--- src/sdes_pkg.sv ---
// Shared types, permutation tables and S-box helpers for the S-DES cipher.
// Has no dependencies; every other file in this block imports it.
`timescale 1ns / 1ps
`default_nettype none

package sdes_pkg;

   // Both round subkeys, as the key schedule delivers them.
   typedef struct packed {
      logic [7:0] k1;
      logic [7:0] k2;
   } subkey_pair_type;

   // Permutation tables. Entries are 1-based positions, position 1 is the MSB.
   localparam int P10_TAB   [10] = '{3, 5, 2, 7, 4, 10, 1, 9, 8, 6};
   localparam int P8_TAB    [8]  = '{6, 3, 7, 4, 8, 5, 10, 9};
   localparam int IP_TAB    [8]  = '{2, 6, 3, 1, 4, 8, 5, 7};
   localparam int IPINV_TAB [8]  = '{4, 1, 3, 5, 7, 2, 8, 6};
   localparam int EP_TAB    [8]  = '{4, 1, 2, 3, 2, 3, 4, 1};
   localparam int P4_TAB    [4]  = '{2, 4, 3, 1};

   // S-box contents, indexed [row][column].
   localparam logic [1:0] SBOX0_TAB [4][4] = '{
      '{2'd1, 2'd0, 2'd3, 2'd2},
      '{2'd3, 2'd2, 2'd1, 2'd0},
      '{2'd0, 2'd2, 2'd1, 2'd3},
      '{2'd3, 2'd1, 2'd0, 2'd2}
   };
   localparam logic [1:0] SBOX1_TAB [4][4] = '{
      '{2'd0, 2'd1, 2'd2, 2'd3},
      '{2'd2, 2'd3, 2'd1, 2'd0},
      '{2'd3, 2'd0, 2'd1, 2'd2},
      '{2'd2, 2'd1, 2'd0, 2'd3}
   };

   // P10 on the raw key.
   function automatic logic [9:0] perm_p10(input logic [9:0] v);
      logic [9:0] r;
      r = '0;
      for (int i = 0; i < 10; i++) begin
         r[9 - i] = v[10 - P10_TAB[i]];
      end
      return r;
   endfunction

   // P8 picks a subkey out of the 10-bit schedule word.
   function automatic logic [7:0] perm_p8(input logic [9:0] v);
      logic [7:0] r;
      r = '0;
      for (int i = 0; i < 8; i++) begin
         r[7 - i] = v[10 - P8_TAB[i]];
      end
      return r;
   endfunction

   // Rotate each 5-bit half left by one.
   function automatic logic [9:0] rot_halves(input logic [9:0] v);
      return {v[8:5], v[9], v[3:0], v[4]};
   endfunction

   // Initial permutation.
   function automatic logic [7:0] perm_ip(input logic [7:0] v);
      logic [7:0] r;
      r = '0;
      for (int i = 0; i < 8; i++) begin
         r[7 - i] = v[8 - IP_TAB[i]];
      end
      return r;
   endfunction

   // Inverse of the initial permutation.
   function automatic logic [7:0] perm_ipinv(input logic [7:0] v);
      logic [7:0] r;
      r = '0;
      for (int i = 0; i < 8; i++) begin
         r[7 - i] = v[8 - IPINV_TAB[i]];
      end
      return r;
   endfunction

   // Expand the right nibble to eight bits.
   function automatic logic [7:0] perm_ep(input logic [3:0] v);
      logic [7:0] r;
      r = '0;
      for (int i = 0; i < 8; i++) begin
         r[7 - i] = v[4 - EP_TAB[i]];
      end
      return r;
   endfunction

   // P4 on the concatenated S-box outputs.
   function automatic logic [3:0] perm_p4(input logic [3:0] v);
      logic [3:0] r;
      r = '0;
      for (int i = 0; i < 4; i++) begin
         r[3 - i] = v[4 - P4_TAB[i]];
      end
      return r;
   endfunction

   // Row comes from the outer bits, column from the inner bits.
   function automatic logic [1:0] sbox0(input logic [3:0] nib);
      return SBOX0_TAB[{nib[3], nib[0]}][{nib[2], nib[1]}];
   endfunction

   function automatic logic [1:0] sbox1(input logic [3:0] nib);
      return SBOX1_TAB[{nib[3], nib[0]}][{nib[2], nib[1]}];
   endfunction

endpackage

`default_nettype wire

--- src/sdes_block_cipher.sv ---
// S-DES block cipher: one 8-bit block encrypted or decrypted per cycle.
// Accepts a beat on every cycle that start is high (busy is always low). The
// result appears on rsp_block_out with rsp_valid high for exactly one cycle. It
// is carried from the input register to the result register, and the receiver
// cannot stall it. Throughput is one block per clock. The
// whole cipher (IP, both rounds and IP inverse) is one combinational pass between
// the input register and the result register. The subkeys are derived and
// registered when csr_write_en writes the key, so the key may only change while
// no beat is in flight. Reset clears the key to zero.
// Depends on sdes_pkg, sdes_keysched and sdes_round.
`timescale 1ns / 1ps
`default_nettype none

module sdes_block_cipher (
   input  wire logic       clock,
   input  wire logic       reset,
   input  wire logic       csr_write_en,
   input  wire logic [9:0] csr_write_data,
   input  wire logic       start,
   output logic            busy,
   input  wire logic       req_func,
   input  wire logic [7:0] req_block_in,
   output logic            rsp_valid,
   output logic      [7:0] rsp_block_out
);
   import sdes_pkg::*;

   subkey_pair_type subkeys_in, subkeys_ff;
   logic            req_valid_ff;
   logic            func_ff;
   logic [7:0]      block_ff;
   logic            rsp_valid_ff;
   logic [7:0]      rsp_block_ff;
   logic [7:0]      rsp_block_in;
   logic [7:0]      first_key;
   logic [7:0]      second_key;
   logic [7:0]      ip_out;
   logic [7:0]      round1_out;
   logic [7:0]      round2_out;

   // The block never stalls its sender.
   assign busy = 1'b0;

   // Subkeys are computed from the key being written.
   sdes_keysched u_keysched (
      .key     (csr_write_data),
      .subkeys (subkeys_in)
   );

   always_ff @(posedge clock) begin
      if (reset) begin
         subkeys_ff <= '0;
      end else if (csr_write_en) begin
         subkeys_ff <= subkeys_in;
      end
   end

   // Input register.
   always_ff @(posedge clock) begin
      if (reset) begin
         req_valid_ff <= 1'b0;
      end else begin
         req_valid_ff <= start & ~busy;
      end
      func_ff  <= req_func;
      block_ff <= req_block_in;
   end

   // Decryption runs the subkeys in reverse order.
   assign first_key  = func_ff ? subkeys_ff.k2 : subkeys_ff.k1;
   assign second_key = func_ff ? subkeys_ff.k1 : subkeys_ff.k2;

   assign ip_out = perm_ip(block_ff);

   sdes_round u_round1 (
      .data_in  (ip_out),
      .subkey   (first_key),
      .data_out (round1_out)
   );

   // Halves swap between the two rounds.
   sdes_round u_round2 (
      .data_in  ({round1_out[3:0], round1_out[7:4]}),
      .subkey   (second_key),
      .data_out (round2_out)
   );

   assign rsp_block_in = perm_ipinv(round2_out);

   // Result register.
   always_ff @(posedge clock) begin
      if (reset) begin
         rsp_valid_ff <= 1'b0;
      end else begin
         rsp_valid_ff <= req_valid_ff;
      end
      rsp_block_ff <= rsp_block_in;
   end

   assign rsp_valid     = rsp_valid_ff;
   assign rsp_block_out = rsp_block_ff;

endmodule

`default_nettype wire

--- src/sdes_keysched.sv ---
// Key schedule: derives both round subkeys from the 10-bit key.
// Depends on sdes_pkg for the permutation helpers and the subkey type.
`timescale 1ns / 1ps
`default_nettype none

module sdes_keysched (
   input  wire logic [9:0]               key,
   output sdes_pkg::subkey_pair_type     subkeys
);
   import sdes_pkg::*;

   logic [9:0] key_p10;
   logic [9:0] key_rot1;
   logic [9:0] key_rot2;

   // P10, then one rotate for K1 and a second rotate for K2.
   assign key_p10    = perm_p10(key);
   assign key_rot1   = rot_halves(key_p10);
   assign key_rot2   = rot_halves(key_rot1);
   assign subkeys.k1 = perm_p8(key_rot1);
   assign subkeys.k2 = perm_p8(key_rot2);

endmodule

`default_nettype wire

--- src/sdes_round.sv ---
// One Feistel round: expansion, subkey mix, S-boxes and P4 folded into the left half.
// Depends on sdes_pkg for the expansion, S-box and P4 helpers.
`timescale 1ns / 1ps
`default_nettype none

module sdes_round (
   input  wire logic [7:0] data_in,
   input  wire logic [7:0] subkey,
   output logic      [7:0] data_out
);
   import sdes_pkg::*;

   logic [7:0] mixed;
   logic [3:0] sbox_out;

   // Expand the right half and mix in the subkey.
   assign mixed = perm_ep(data_in[3:0]) ^ subkey;

   // High nibble goes to the first S-box, low nibble to the second.
   assign sbox_out = {sbox0(mixed[7:4]), sbox1(mixed[3:0])};

   // The right half passes through; the left half takes the round output.
   assign data_out = {data_in[7:4] ^ perm_p4(sbox_out), data_in[3:0]};

endmodule

`default_nettype wire
--- config.mk ---
export PLATFORM = sky130hd
export DESIGN_NAME = sdes_block_cipher
export DESIGN_NICKNAME = d
export VERILOG_FILES = /design/src/sdes_pkg.sv /design/src/sdes_block_cipher.sv /design/src/sdes_keysched.sv /design/src/sdes_round.sv
export SDC_FILE = /design/constraint.sdc
export NUM_CORES = 1
export LEC_CHECK = 0
export BUFFER_PORTS_ARGS = -buffer_cell sky130_fd_sc_hd__buf_2
export CORE_MARGIN = 2
export CORE_UTILIZATION = 56
export CTS_CLUSTER_SIZE = 8
export DETAILED_ROUTE_END_ITERATION = 10
export GPL_ROUTABILITY_DRIVEN = 0
export PLACE_DENSITY = 0.82
export SLEW_MARGIN = 20
export SYNTH_ARGS = -nofsm -noshare
export SYNTH_HDL_FRONTEND = slang
export SYNTH_SLANG_ARGS = --single-unit
export TNS_END_PERCENT = 30
--- constraint.sdc ---
create_clock -name clock -period 5.1 [get_ports clock]
set_clock_uncertainty 0.05 [all_clocks]
set_input_delay 1.02 -clock clock [delete_from_list [all_inputs] [get_ports clock]]
set_output_delay 1.02 -clock clock [all_outputs]
set_load 0.02 [all_outputs]
==> metrics <==
Crit. path cell count 10; pin count of the biggest net entering global routing 19; Max Slew Vio Count 0; Clock Tree Root clkbuf_4; Worst Setup Start Kind flop; DRT Pass-1 Iters 4; initial drt markers 10; post-route cell area ~1700 um^2; antenna violations before repair 0; Worst Path Max Fanout 18; Worst setup EP type flop; initial core utilization 59.8%; synth-to-layout area growth 13.5%; die width 55.7 um; Max Freq 277 MHz; post-CTS setup buffers 0; final hold vios 0; Yosys warnings 0; TritonCTS Buffers 3; post-synthesis sequential area ratio 37.5%; crit share post-route between 70% and 80%; RSZ-0062 raised after global routing no; H-Tree Depth 1; clock network power share between 20% and 30%; WP data arrival 3.80 ns; status finished, final reports clean; Mean Syn Cell Area 11.1 um^2; DRC 0; Crit path largest cell delay ~0.49 ns; via/cell ratio between 5 and 6; Placement Cell Area around 1600 um^2; max_cap viols 0; vias in the first global route around 1000; worst vdd ir a little under 300 uV; R2R setup slack 1.49 ns; post-synth net total 162; Final #Nets 191; CTS resizes 0; power share of the combinational group between 40% and 50%; clock sinks 28; crit-path cells buf_4, mux2i_1, xor2_1, ha_1, mux4_2, xnor2_2, xnor2_1, ha_1, mux4_2, xnor2_1; slowest CP cell mux4_2; HPWL Detailed approximately 2000 um; WP data required 5.29 ns; R2R cell count 10; GR Util All Layers 17.4%; CTS tree yes; total gr overflow 0; routed wire length 2470 um; Ports 33; antenna cell count 0; Die ar. 3100 um^2; Leakage Power approximately 0.79 nW; Die H approximately 56 um; worst path buffer plus inverter count 1; share of layout cells above drive strength 1 26.4%; Final ANT Viol Nets 0; Setup-failing EPs final 0; Fillers 190; Syn Std Cell Area 1490 um^2; vias 993; Port Buffer Count 30; cells after synthesis ~140; Core Box Area 2500 um^2; clk slew on worst S/H paths 0.15 ns; row cnt 18; Seq cells post-synth 28; clk_lat worst skew 0.33 ns; total power divided by cell area 417 nW/um^2; count of cell types in the netlist 29; Net Switching 233 uW; clock tree buffer depth 2; Seq pwr share 38.4%; Post-CTS Hold Fix Bufs 0; PnR Total Power approximately 710 uW; WL/cell 12.8 um; Pint 474 uW; Final Core Density ~68%; hold depth 1; delay-heaviest family, CP multiplexers; min-delay worst type flop to flop; setup TNS 0 ns; kind of critical path flop to flop; switch share 33.0%; first-pass GRT wire length 4240 um; min cycle time layout 3.61 ns
## worst paths after layout
check,from,end
max,func_ff$_DFF_P_,rsp_block_out[2]$_DFF_P_
min,req_valid_ff$_SDFF_PP0_,rsp_valid$_SDFF_PP0_
max reg2reg,func_ff$_DFF_P_,rsp_block_out[2]$_DFF_P_
min reg2reg,req_valid_ff$_SDFF_PP0_,rsp_valid$_SDFF_PP0_
## through the flow
step,instances,worst slack (ns),hold WS [ns]
floorplan,135,1.75,0.364
global placement,189,1.66,0.369
detailed placement,189,1.54,0.391
CTS,193,1.51,0.414
global route,193,1.37,0.439
finish,193,1.49,0.412
## power by group through the flow
stage | combinational (mW) | clock [mW] | sequential [mW]
4_1_cts | 0.293 | 0.149 | 0.272
2_1_floorplan | 0.195 | 0 | 0.311
6_report | 0.290 | 0.146 | 0.271
5_1_grt | 0.316 | 0.159 | 0.275
3_3_place_gp | 0.278 | 0 | 0.276
3_5_place_dp | 0.292 | 0 | 0.277
## logic make-up (layout without fill, tap and decap cells)
group,after synthesis,count (layout),synth area share [%]
DFF,28,28,37.5
and+or+nand+nor,21,21,7.54
xor gates and xnor gates,34,34,21.9
buffers and inverters,11,39,4.10
AOI/OAI and AO/OA,6,6,3.35
other,1,1,0.251
muxes,30,30,22.0
adders and majority gates,4,4,3.35
## synth_stat cells
master	count	area, um^2
nor2_1	11	41.3
buf_6	1	11.3
conb_1	1	3.75
nor2b_1	4	25.0
o221ai_1	1	8.76
mux2i_2	1	13.8
mux4_2	2	45.0
inv_1	4	15.0
buf_4	3	22.5
xnor2_1	19	166
and2_1	1	6.26
clkbuf_1	2	7.51
xnor2_2	2	32.5
xor2_1	12	105
mux2i_1	27	270
xnor3_1	1	22.5
a311oi_2	1	15.0
ha_1	4	50.1
or3_1	1	6.26
buf_2	1	5.00
nor2b_4	1	13.8
dfxtp_1	28	561
nand3b_1	1	7.51
a311oi_1	1	8.76
nand2_1	1	3.75
a21oi_1	1	5.00
o21ai_0	1	5.00
and2_4	1	8.76
a21o_1	1	7.51
## per-layer routing
| layer | up-vias | share of wire (%) | GRT usage [%] |
|---|---|---|---|
| met5 | - | 0 | 0 |
| met1 | 456 | 42 | 19.7 |
| li1 | 501 | - | - |
| met3 | 4 | 6.4 | 5.35 |
| met4 | 0 | 1.7 | 3.83 |
| met2 | 32 | 50 | 32.0 |
## cell usage in the layout (no fill, tap or decap)
cell,netlist,routed
buf_2,1,30
mux4_2,2,2
buf_4,3,1
nor2b_1,4,4
nand3b_1,1,1
bufinv_16,0,1
ha_1,4,4
clkbuf_4,0,3
a311oi_1,1,1
a311oi_2,1,1
a21o_1,1,1
mux2i_2,1,1
xnor3_1,1,1
and2_1,1,1
a21oi_1,1,1
nand2_1,1,1
inv_1,4,4
dfxtp_1,28,28
o21ai_0,1,1
xor2_1,12,12
nor2b_4,1,1
conb_1,1,1
xnor2_2,2,2
mux2i_1,27,27
o221ai_1,1,1
or3_1,1,1
and2_4,1,1
xnor2_1,19,19
nor2_1,11,11
## state kept, by name (all words and copies together), names as in the netlist
register and flops:
subkeys_ff 9, block_ff 8, rsp_block_out 8, func_ff 1
req_valid_ff 1, rsp_valid 1
## final cells by class
class / instances / area (um^2) / share of cell area, %
multi-input cells: 96 / 872 / 51.4
flip-flops and latches: 28 / 561 / 33.1
repair buffers: 31 / 158 / 9.30
well taps: 30 / 37.5 / 2.21
clock inverters: 1 / 30.0 / 1.77
clock buffers: 3 / 22.5 / 1.33
inverters: 4 / 15.0 / 0.886
Note: power is estimated with default switching activity, not from simulation.
